## src/hw/rtl/xccr_pkg.sv

```systemverilog
package xccr_pkg;

	localparam int unsigned BYTE_W    = 8;
	localparam int unsigned ID_W      = 24;
	localparam int unsigned CFG_IDX_W = 3;
	localparam int unsigned CFG_W     = ID_W;
	localparam int unsigned OUTCOME_W = 3;
	localparam int unsigned POS_W     = 2;
	localparam int unsigned REPLY_LEN = 7;
	localparam int unsigned WIDX_W    = $clog2(REPLY_LEN);

	localparam logic [POS_W-1:0]  POS_MAX       = '1;
	localparam logic [POS_W-1:0]  MIN_LEN       = POS_W'(3);
	localparam logic [BYTE_W-1:0] REPLY_OK_BYTE = 8'h01;

	typedef enum logic [OUTCOME_W-1:0] {
		OUTCOME_OK        = 3'd0,
		OUTCOME_SHORT     = 3'd1,
		OUTCOME_BAD_CHECK = 3'd2,
		OUTCOME_BAD_HDR   = 3'd3,
		OUTCOME_BAD_CMD   = 3'd4
	} outcome_t;

	typedef enum logic [CFG_IDX_W-1:0] {
		REG_DEVICE_ID   = 3'd0,
		REG_RX_HEADER   = 3'd1,
		REG_TX_HEADER   = 3'd2,
		REG_UNLOCK_CODE = 3'd3,
		REG_LOCK_CODE   = 3'd4
	} reg_idx_t;

	// position of each word inside a reply
	typedef enum logic [WIDX_W-1:0] {
		W_HEADER = 3'd0,
		W_CMD    = 3'd1,
		W_OK     = 3'd2,
		W_ID_HI  = 3'd3,
		W_ID_MID = 3'd4,
		W_ID_LO  = 3'd5,
		W_CHECK  = 3'd6
	} word_idx_t;

endpackage

```

## src/hw/rtl/xccr_in_if.sv

```systemverilog
interface xccr_in_if;
	logic                         valid;
	logic                         ready;
	logic [xccr_pkg::BYTE_W-1:0]  frame_byte;
	logic                         frame_end;

	modport source (output valid, output frame_byte, output frame_end, input ready);
	modport sink   (input valid, input frame_byte, input frame_end, output ready);
endinterface

```

## src/hw/rtl/xccr_out_if.sv

```systemverilog
interface xccr_out_if;
	logic                            valid;
	logic                            ready;
	logic [xccr_pkg::BYTE_W-1:0]     reply_byte;
	logic [xccr_pkg::OUTCOME_W-1:0]  outcome;
	logic                            run_end;

	modport source (output valid, output reply_byte, output outcome, output run_end,
		input ready);
	modport sink   (input valid, input reply_byte, input outcome, input run_end,
		output ready);
endinterface

```

## src/hw/rtl/xor_checked_command_responder_core.sv

```systemverilog
// Channel   Dir  Payload                              Word
// in_ch     in   frame_byte[7:0], frame_end           one command frame byte
// out_ch    out  reply_byte[7:0], outcome[2:0], run_end  one reply or error word
// cfg_*     in   cfg_we, cfg_index[2:0], cfg_wdata[23:0]  register write
//
// Frame bytes are taken one per cycle while in_ch.ready is high; the frame
// state (position, XOR, header match, command) updates at the accepting edge.
// A frame-end byte loads a reply job; its first word shows in the next cycle.
// An ok reply is seven words on out_ch, an error reply one word; the word
// counter widx_q steps through them. Non-end bytes are taken even while a
// job drains; in_ch.ready drops for a frame-end byte while a job is loaded,
// unless its final word is being accepted.
// Reset zeroes frame state, job control and config registers; not the reply payload.
module xor_checked_command_responder_core (
	input  logic                             clk,
	input  logic                             arst_n,
	input  logic                             cfg_we,
	input  logic [xccr_pkg::CFG_IDX_W-1:0]   cfg_index,
	input  logic [xccr_pkg::CFG_W-1:0]       cfg_wdata,
	xccr_in_if.sink                          in_ch,
	xccr_out_if.source                       out_ch
);

	// configuration registers
	logic [xccr_pkg::ID_W-1:0]   device_id_q;
	logic [xccr_pkg::BYTE_W-1:0] rx_header_q;
	logic [xccr_pkg::BYTE_W-1:0] tx_header_q;
	logic [xccr_pkg::BYTE_W-1:0] unlock_code_q;
	logic [xccr_pkg::BYTE_W-1:0] lock_code_q;

	// frame state
	logic [xccr_pkg::POS_W-1:0]  pos_q;
	logic [xccr_pkg::BYTE_W-1:0] xor_q;
	logic                        hdr_ok_q;
	logic [xccr_pkg::BYTE_W-1:0] cmd_q;

	// reply job
	logic                        busy_q;
	xccr_pkg::outcome_t          outcome_q;
	logic [xccr_pkg::WIDX_W-1:0] widx_q;
	logic [xccr_pkg::BYTE_W-1:0] job_hdr_q;
	logic [xccr_pkg::BYTE_W-1:0] job_cmd_q;
	logic [xccr_pkg::ID_W-1:0]   job_id_q;
	logic [xccr_pkg::BYTE_W-1:0] job_chk_q;

	logic                        in_fire, out_fire, last_word;
	logic [xccr_pkg::POS_W-1:0]  pos_n;
	logic [xccr_pkg::BYTE_W-1:0] xor_n;
	logic                        hdr_ok_n;
	logic [xccr_pkg::BYTE_W-1:0] cmd_n;
	xccr_pkg::outcome_t          outcome_n;
	logic [xccr_pkg::BYTE_W-1:0] word;

	assign out_fire  = out_ch.valid & out_ch.ready;
	assign last_word = (outcome_q != xccr_pkg::OUTCOME_OK) ||
		(widx_q == xccr_pkg::W_CHECK);
	// a frame-end byte needs the job slot; free it on the final word
	assign in_ch.ready = !busy_q || !in_ch.frame_end || (out_fire && last_word);
	assign in_fire     = in_ch.valid & in_ch.ready;

	// next frame state, as seen after this byte
	always_comb begin
		pos_n    = (pos_q == xccr_pkg::POS_MAX) ? pos_q : pos_q + 1'b1;
		xor_n    = xor_q ^ in_ch.frame_byte;
		hdr_ok_n = (pos_q == '0) ? (in_ch.frame_byte == rx_header_q) : hdr_ok_q;
		cmd_n    = (pos_q == xccr_pkg::POS_W'(1)) ? in_ch.frame_byte : cmd_q;

		if (pos_n < xccr_pkg::MIN_LEN)
			outcome_n = xccr_pkg::OUTCOME_SHORT;
		else if (xor_n != '0)
			outcome_n = xccr_pkg::OUTCOME_BAD_CHECK;
		else if (!hdr_ok_n)
			outcome_n = xccr_pkg::OUTCOME_BAD_HDR;
		else if (cmd_n != unlock_code_q && cmd_n != lock_code_q)
			outcome_n = xccr_pkg::OUTCOME_BAD_CMD;
		else
			outcome_n = xccr_pkg::OUTCOME_OK;
	end

	always_ff @(posedge clk or negedge arst_n) begin
		if (!arst_n) begin
			device_id_q   <= '0;
			rx_header_q   <= '0;
			tx_header_q   <= '0;
			unlock_code_q <= '0;
			lock_code_q   <= '0;
		end else if (cfg_we) begin
			case (xccr_pkg::reg_idx_t'(cfg_index))
				xccr_pkg::REG_DEVICE_ID:   device_id_q   <= cfg_wdata;
				xccr_pkg::REG_RX_HEADER:   rx_header_q   <= cfg_wdata[xccr_pkg::BYTE_W-1:0];
				xccr_pkg::REG_TX_HEADER:   tx_header_q   <= cfg_wdata[xccr_pkg::BYTE_W-1:0];
				xccr_pkg::REG_UNLOCK_CODE: unlock_code_q <= cfg_wdata[xccr_pkg::BYTE_W-1:0];
				xccr_pkg::REG_LOCK_CODE:   lock_code_q   <= cfg_wdata[xccr_pkg::BYTE_W-1:0];
				default: ;
			endcase
		end
	end

	// frame accumulation; cleared after the check byte
	always_ff @(posedge clk or negedge arst_n) begin
		if (!arst_n) begin
			pos_q    <= '0;
			xor_q    <= '0;
			hdr_ok_q <= 1'b0;
			cmd_q    <= '0;
		end else if (in_fire) begin
			if (in_ch.frame_end) begin
				pos_q    <= '0;
				xor_q    <= '0;
				hdr_ok_q <= 1'b0;
				cmd_q    <= '0;
			end else begin
				pos_q    <= pos_n;
				xor_q    <= xor_n;
				hdr_ok_q <= hdr_ok_n;
				cmd_q    <= cmd_n;
			end
		end
	end

	// job control
	always_ff @(posedge clk or negedge arst_n) begin
		if (!arst_n) begin
			busy_q    <= 1'b0;
			outcome_q <= xccr_pkg::OUTCOME_OK;
			widx_q    <= '0;
		end else if (in_fire && in_ch.frame_end) begin
			busy_q    <= 1'b1;
			outcome_q <= outcome_n;
			widx_q    <= '0;
		end else if (out_fire) begin
			if (last_word)
				busy_q <= 1'b0;
			else
				widx_q <= widx_q + 1'b1;
		end
	end

	// reply payload, captured with the job
	always_ff @(posedge clk) begin
		if (in_fire && in_ch.frame_end) begin
			job_hdr_q <= tx_header_q;
			job_cmd_q <= cmd_n;
			job_id_q  <= device_id_q;
			job_chk_q <= tx_header_q ^ cmd_n ^ xccr_pkg::REPLY_OK_BYTE ^
				device_id_q[23:16] ^ device_id_q[15:8] ^ device_id_q[7:0];
		end
	end

	always_comb begin
		case (xccr_pkg::word_idx_t'(widx_q))
			xccr_pkg::W_HEADER: word = job_hdr_q;
			xccr_pkg::W_CMD:    word = job_cmd_q;
			xccr_pkg::W_OK:     word = xccr_pkg::REPLY_OK_BYTE;
			xccr_pkg::W_ID_HI:  word = job_id_q[23:16];
			xccr_pkg::W_ID_MID: word = job_id_q[15:8];
			xccr_pkg::W_ID_LO:  word = job_id_q[7:0];
			xccr_pkg::W_CHECK:  word = job_chk_q;
			default:            word = '0;
		endcase
	end

	assign out_ch.valid      = busy_q;
	assign out_ch.reply_byte = (outcome_q == xccr_pkg::OUTCOME_OK) ? word : '0;
	assign out_ch.outcome    = outcome_q;
	assign out_ch.run_end    = last_word;

endmodule
```

## src/flat_wrapper.sv

```systemverilog
// flat-port wrapper written by rule: the top's interface ports become plain ports
module xor_checked_command_responder_core_flat 
  (clk, arst_n, cfg_we, cfg_index, cfg_wdata, in_ch_valid, in_ch_frame_byte, in_ch_frame_end, in_ch_ready, out_ch_valid, out_ch_reply_byte, out_ch_outcome, out_ch_run_end, out_ch_ready);
  xccr_in_if in_ch_i ();
  xccr_out_if out_ch_i ();
  input  logic clk;
  input  logic arst_n;
  input  logic cfg_we;
  input  logic [xccr_pkg::CFG_IDX_W-1:0] cfg_index;
  input  logic [xccr_pkg::CFG_W-1:0] cfg_wdata;
  input wire logic [$bits(in_ch_i.valid)-1:0] in_ch_valid;
  input wire logic [$bits(in_ch_i.frame_byte)-1:0] in_ch_frame_byte;
  input wire logic [$bits(in_ch_i.frame_end)-1:0] in_ch_frame_end;
  output wire logic [$bits(in_ch_i.ready)-1:0] in_ch_ready;
  output wire logic [$bits(out_ch_i.valid)-1:0] out_ch_valid;
  output wire logic [$bits(out_ch_i.reply_byte)-1:0] out_ch_reply_byte;
  output wire logic [$bits(out_ch_i.outcome)-1:0] out_ch_outcome;
  output wire logic [$bits(out_ch_i.run_end)-1:0] out_ch_run_end;
  input wire logic [$bits(out_ch_i.ready)-1:0] out_ch_ready;
  assign in_ch_i.valid = in_ch_valid;
  assign in_ch_i.frame_byte = in_ch_frame_byte;
  assign in_ch_i.frame_end = in_ch_frame_end;
  assign in_ch_ready = in_ch_i.ready;
  assign out_ch_valid = out_ch_i.valid;
  assign out_ch_reply_byte = out_ch_i.reply_byte;
  assign out_ch_outcome = out_ch_i.outcome;
  assign out_ch_run_end = out_ch_i.run_end;
  assign out_ch_i.ready = out_ch_ready;
  xor_checked_command_responder_core u_core (.clk(clk), .arst_n(arst_n), .cfg_we(cfg_we), .cfg_index(cfg_index), .cfg_wdata(cfg_wdata), .in_ch(in_ch_i), .out_ch(out_ch_i));
endmodule
```

## config.mk

```make
export PLATFORM = sky130hd
export DESIGN_NAME = xor_checked_command_responder_core_flat
export DESIGN_NICKNAME = d
export VERILOG_FILES = /design/src/hw/rtl/xccr_pkg.sv /design/src/hw/rtl/xccr_in_if.sv /design/src/hw/rtl/xccr_out_if.sv /design/src/hw/rtl/xor_checked_command_responder_core.sv /design/src/flat_wrapper.sv
export SDC_FILE = /design/constraint.sdc
export NUM_CORES = 1
export LEC_CHECK = 0
export ABC_AREA = 1
export BUFFER_PORTS_ARGS = -buffer_cell sky130_fd_sc_hd__buf_2
export CAP_MARGIN = 5
export CORE_ASPECT_RATIO = 1.1
export CORE_MARGIN = 10
export CORE_UTILIZATION = 35
export DETAILED_ROUTE_END_ITERATION = 7
export PLACE_DENSITY = 0.59
export SYNTH_ARGS = -nofsm -noshare
export SYNTH_HDL_FRONTEND = slang
export SYNTH_SLANG_ARGS = --single-unit
```

## constraint.sdc

```tcl
create_clock -name clk -period 6.5 [get_ports clk]
set_input_delay 1.3 -clock clk [delete_from_list [all_inputs] [get_ports clk]]
set_output_delay 1.3 -clock clk [all_outputs]
set_load 0.05 [all_outputs]
```

After elaboration in Yosys (flattened, before gate mapping). Cells that the tools add are included.

Bits in read-only memories: 0. Output and inout port bits: 14. Bits of input ports: 41. RAM bits: 0. Logic and storage cells: 85. Memories: 0. Register bits: 130. Latch bits: 0.

Divide/modulo/power cells: 0. Equality and inequality tests: 16. Add/subtract/negate cells: 2. Bitwise operators: 8. Order comparisons: 1. Reductions and logical operators: 23. Multiplexer cells: 19. Shifts and indexed selects: 0. $mul: 0.

Operator list (number): 8-bit one-hot mux with 7 select lines (1); 8-bit XOR (5); 8-bit two-way mux (4); 3-bit two-way mux (7); 8-bit != test (2); 2-bit AND reduction (7); 3-bit by 2-bit == test with 1-bit output (second input constant) (4); 3-bit == test (second input constant) (4); 3-bit zero test (3); 8-bit == test (1); 8-bit nonzero test (1); 3-bit by 1-bit == test with 1-bit output (second input constant) (2); 1-bit two-way mux (5); 2-bit two-way mux (2); 2-bit nonzero test (2); 3-bit by 1-bit adder with 3-bit output (second input constant) (1); 1-bit logical AND (3); 1-bit logical OR (3); 3-bit nonzero test (1); 2-bit by 1-bit adder with 2-bit output (second input constant) (1); 1-bit bitwise AND (2); 2-bit by 1-bit == test with 1-bit output (second input constant) (1); 2-bit == test (second input constant) (1); 1-bit zero test (2); 4 further kinds (4).

Depth between registers and ports, before layout.
Word-level depth: 8. Depth in mapped cells: 13. Mapped depth without buffers: 12.

Worst setup path before layout. No wires, ideal clock.

Path kind: reg-to-output. Start: register u_core.widx_q[0] in the netlist's numbering. End: output port out_ch_reply_byte[2]. Stages on the path, launching flop included: 9. Arrival: 1.813 ns. Path buffers: 0. Data required time: 5.200 ns. Path slack: 3.387 ns. Path through: dfrtp_1 -> inv_1 -> ha_1 -> nand2_1 -> inv_1 -> nand2_1 -> o211ai_1 -> a221oi_1 -> a21oi_1.

Cells in the longest elaborated chain, start to end: 3.

Ends and longest elaborated chain: start: declaration (line xor_checked_command_responder_core.sv:40) `logic [xccr_pkg::WIDX_W-1:0] widx_q;`; start signal: assignment (line xor_checked_command_responder_core.sv:135) `widx_q <= widx_q + 1'b1;`; 3-bit == test, or another cell as far along (line xor_checked_command_responder_core.sv:151) `case (xccr_pkg::word_idx_t'(widx_q))`; 8-bit one-hot mux with 7 select lines (*) (line xor_checked_command_responder_core.sv:151); 8-bit two-way mux (*) (line xor_checked_command_responder_core.sv:164) `assign out_ch.reply_byte = (outcome_q == xccr_pkg::OUTCOME_OK) ? word : '0;`; end: declaration (line flat_wrapper.sv:16) `output wire logic [$bits(out_ch_i.reply_byte)-1:0] out_ch_reply_byte;`.

Mark *: on every way between the ends. The rest lies on a longest branch, timed or not.

Final worst setup path.
Start: register u_core.widx_q[1] in the netlist's numbering. End: output port out_ch_reply_byte[3].

The elaborated chain is that of the path after synthesis.

==> results <==
- The flow ran to the end, and the final reports show no timing, DRC or antenna violations.
- The startpoint of the most critical hold path is u_core.cmd_q[3]$_DFFE_PN0P_.
- The tightest slew margin relative to the limit is 28.80%.
- The number of H-tree branching levels is 4.
- The distinct cell type count after synthesis is 35.
- The minimum setup slack among reg-to-reg paths is 3.87 ns.
- Counting every net in the synthesized netlist gives 651.
- The biggest area contributor in the post-synthesis netlist is dfrtp_1.
- Among all stages on the critical path, the largest delay is contributed by dfrtp_1.
- The count of inserted antenna diode cells is 0.
- The total of cells resized after clock tree synthesis is 0.
- The kind of start point of the critical path is a flip-flop.
- The post-CTS setup buffer count is 0.
- In the final timing run, aggregate negative setup slack is 0 ns.
- Data on the critical path is required at its endpoint by 5.20 ns.
- The first global-routing pass estimated 23.09 mm of wire.
- The number of flops mapped to enable cells by yosys is 48.
- The post-layout worst setup margin is 2.881 ns.
- After detailed routing, the number of vias per cell comes to 4.675.
- During placement, the flow inserted port buffers numbering 54.
- Buffers inserted during clock tree synthesis total 17.
- After synthesis, flip-flops and latches occupy 57.83% of the total area.
- The wire-length estimate of the detail-placed layout is 9.933 mm.
- From synthesis to final layout, the design area changed by 18.99%.
- The worst hold path was traced through 2 stages.
- The number of vias after detailed routing is 4268.
- The number of synthesized register bits is 130.
- Of all nets on the critical path, the largest fanout is 7.
- The final hold violation count is 0.
- The width of the chip is 145.3 microns.
- The number of antenna-violating nets in the routed design is 0.
- Setup repair after global routing left no endpoint under its margin.
- The depth of the worst register-to-register path is 11.
- Counting the fill cells in the layout gives 1686.
- The total detailed-routing wirelength is 13.91 mm.
- The cell chosen for the clock root is clkbuf_16.
- The total chip power is 0.002660 W.
- The number of DRC violations after detailed-routing iteration 0 is 243.
- The final routed DRC violation total is 0.
- Leaving out fill and tap cells, the most frequent cell in the layout is nand2_1.
- The die covers 22920 sq um.
- The first-pass iteration count of the detailed router is 4.
- The count of placed standard cells including taps is 881.
- The total overflow left after global routing is 0.
- Of all flip-flops after synthesis, the portion carrying an async set or reset was 63.08%.
- The area of all sequential standard cells is 3493 sq um.
- Of the cells placed in the final design, the portion with a size suffix greater than 1 is 17.82%.
- At the later pin of the worst-skew pair, clock insertion delay measures 0.43 ns.
- During synthesis, Yosys emitted a total of 0 warnings.
- Ranked by total cell area, the synthesized netlist is headed by dfrtp_1, edfxtp_1, nand2_1.
- The power density normalized to cell area is 370.1 nW/um^2.
- The count of cells in the finished layout, fillers not included, comes to 913.
- The number of antenna violations at the first check in global routing is 0.
- The destination of the worst hold path is u_core.cmd_q[3]$_DFFE_PN0P_.
- The critical path goes through inv_1, ha_1, nand2_1, o211ai_1, a221oi_1, a21oi_1, buf_2.
- The max-slew violation count is 0.
- The overall routing resource usage is 12.62%.
- TritonCTS built the clock tree.
- The startpoint identified for the worst register-to-register timing path is u_core.widx_q[0]$_DFFE_PN0P_.
- Static timing analysis puts the maximum clock frequency at 276.3 MHz.
- The via count of the first global-routing pass came to 4648.
- The maximum cell stage delay along the critical path is 0.40 ns.
- Among cell families on the critical path, the largest total delay comes from compound AO/OA/AOI/OAI gates.
- The synthesized area divided by synthesized cell count is 9.985 sq um.
- The standard-cell row count is 50.
- Setup violations remaining at the end of the flow were counted as 0.
- The effective utilization at floorplan is 35.50%.
- The path category of the worst min-delay check is reg2reg.
- The tree built by TritonCTS fans out to 130 sinks.
- The share of Yosys cell area claimed by the top area cell type is 33.97%.
- The clock passes through at most 2 buffers.
- The clock period could shrink to 3.619 ns.
- The die height is 157.8 microns.
- Entering global routing, the biggest net connects 83 pins.
- The clock transition at the register clock pins on the worst setup and hold paths after CTS is 0.06 ns.
- Before CTS, the worst setup slack after placement is 3.263 ns.
- The tool flagged a number of max-cap violations equal to 0.
- In the final layout, the multi-input gates occupy 2205 sq um.
- The top cell types in the final layout, fill and taps aside, are nand2_1, dfrtp_1, inv_1.
- The static leakage is 3.257 nW.
- The worst setup path category is reg2out.
- The I/O pin total is 55.
- STA puts the critical path data arrival time at 2.32 ns.
- In this run, post-CTS hold repair placed 0 buffers.
- The terminus of the critical flop-to-flop path is u_core.xor_q[2]$_DFFE_PN0P_.
- The synthesized netlist occupies a cell area of 6041 sq um.
- The most used flip-flop cell after synthesis is dfrtp_1.
- The number of buffer and inverter instances along the worst setup path is 2.
- The peak supply drop is 0.0002264 V.
- Between clock sinks in the finished design, the worst skew comes to 0.009761 ns.
- The total area inside the core boundary comes to 17020 sq um.
- STA classifies the critical path endpoint as a primary output.
- Dividing the detail-routed wire length by the instance count gives 15.23 microns.
- After the last flow step, the layout net total stands at 712.
- The final weighted congestion in routability-driven placement is 0.7740.
- The worst-case hold slack is 0.4809 ns.
- The post-route clock period utilization is 55.68%.
- The post-synthesis instance total is 605.
- For the pin with the worst max-slew slack, the measured transition is 1.068 ns.
[logic make-up (layout without fill, tap and decap cells)]
group	count (synthesis)	count (layout)	share of synthesized area (%)
simple gates	241	241	17.19
flops	130	130	57.83
compound gates	88	88	9.052
buf+inv	82	156	5.675
xor+xnor	43	43	6.234
mux	16	16	2.983
fa+ha+maj	5	5	1.036
[how the worst max path moves through the flow]
stage / start / endpoint / cells past startpoint
2_1_floorplan: u_core.widx_q[0]$_DFFE_PN0P_ / out_ch_reply_byte[2] / 8
3_3_place_gp: out_ch_ready / in_ch_ready / 6
3_5_place_dp: out_ch_ready / in_ch_ready / 6
4_1_cts: u_core.widx_q[1]$_DFFE_PN0P_ / out_ch_reply_byte[3] / 9
5_1_grt: u_core.widx_q[1]$_DFFE_PN0P_ / out_ch_reply_byte[3] / 7
6_report: u_core.widx_q[1]$_DFFE_PN0P_ / out_ch_reply_byte[3] / 7
[where the power goes]
group          internal, W  total (W)  switching (W)
Combinational     0.000206   0.000515       0.000309
Sequential         0.00101    0.00110      0.0000913
Clock             0.000690    0.00104       0.000354
[registers in the layout (all words and copies together), names as in the netlist]
name / cells
u_core.device_id_q: 24
u_core.job_id_q: 24
u_core.cmd_q: 8
u_core.job_chk_q: 8
u_core.job_cmd_q: 8
u_core.job_hdr_q: 8
u_core.lock_code_q: 8
u_core.rx_header_q: 8
u_core.tx_header_q: 8
u_core.unlock_code_q: 8
u_core.xor_q: 8
u_core.out_ch.outcome: 3
u_core.widx_q: 3
u_core.pos_q: 2
u_core.hdr_ok_q: 1
u_core.out_ch.valid: 1
[synthesized netlist by cell type, types with 8 or more instances]
cell      instances
inv_1            67
dfrtp_1          82
o21ai_0          54
a221oi_1          8
xor2_1           16
xnor2_1          27
edfxtp_1         48
nand3b_1         12
mux2_2           16
nor2_1           24
nand3_1          24
nand2_1         169
[area by class of cell]
type,instances,area share (%)
Inverter,68,3.621
Sequential cell,130,48.60
Timing Repair Buffer,56,4.003
Clock buffer,19,6.162
Tap cell,234,4.073
Clock inverter,13,2.872
Multi-Input combinational cell,393,30.67
[worst min-delay path, stage by stage (launching register included)]
cell and delay (ns):
dfrtp_1 0.34, nand2_1 0.06, o21ai_2 0.04
[through the flow]
step,instance area [sq um],utilization (%)
2_1_floorplan,6041,-
3_3_place_gp,6539,38.43
3_5_place_dp,6539,38.43
4_1_cts,7188,42.24
5_1_grt,7188,42.24
6_report,7188,42.24
[routing by layer]
layer	vias to the layer above	GRT usage [%]	share of wire [%]
li1	2116	-	-
met1	2084	14.41	43
met2	54	22.55	52
met3	14	2.770	2.9
met4	0	5.154	1.5
met5	-	0	0
(Power assumes the default switching activity.)
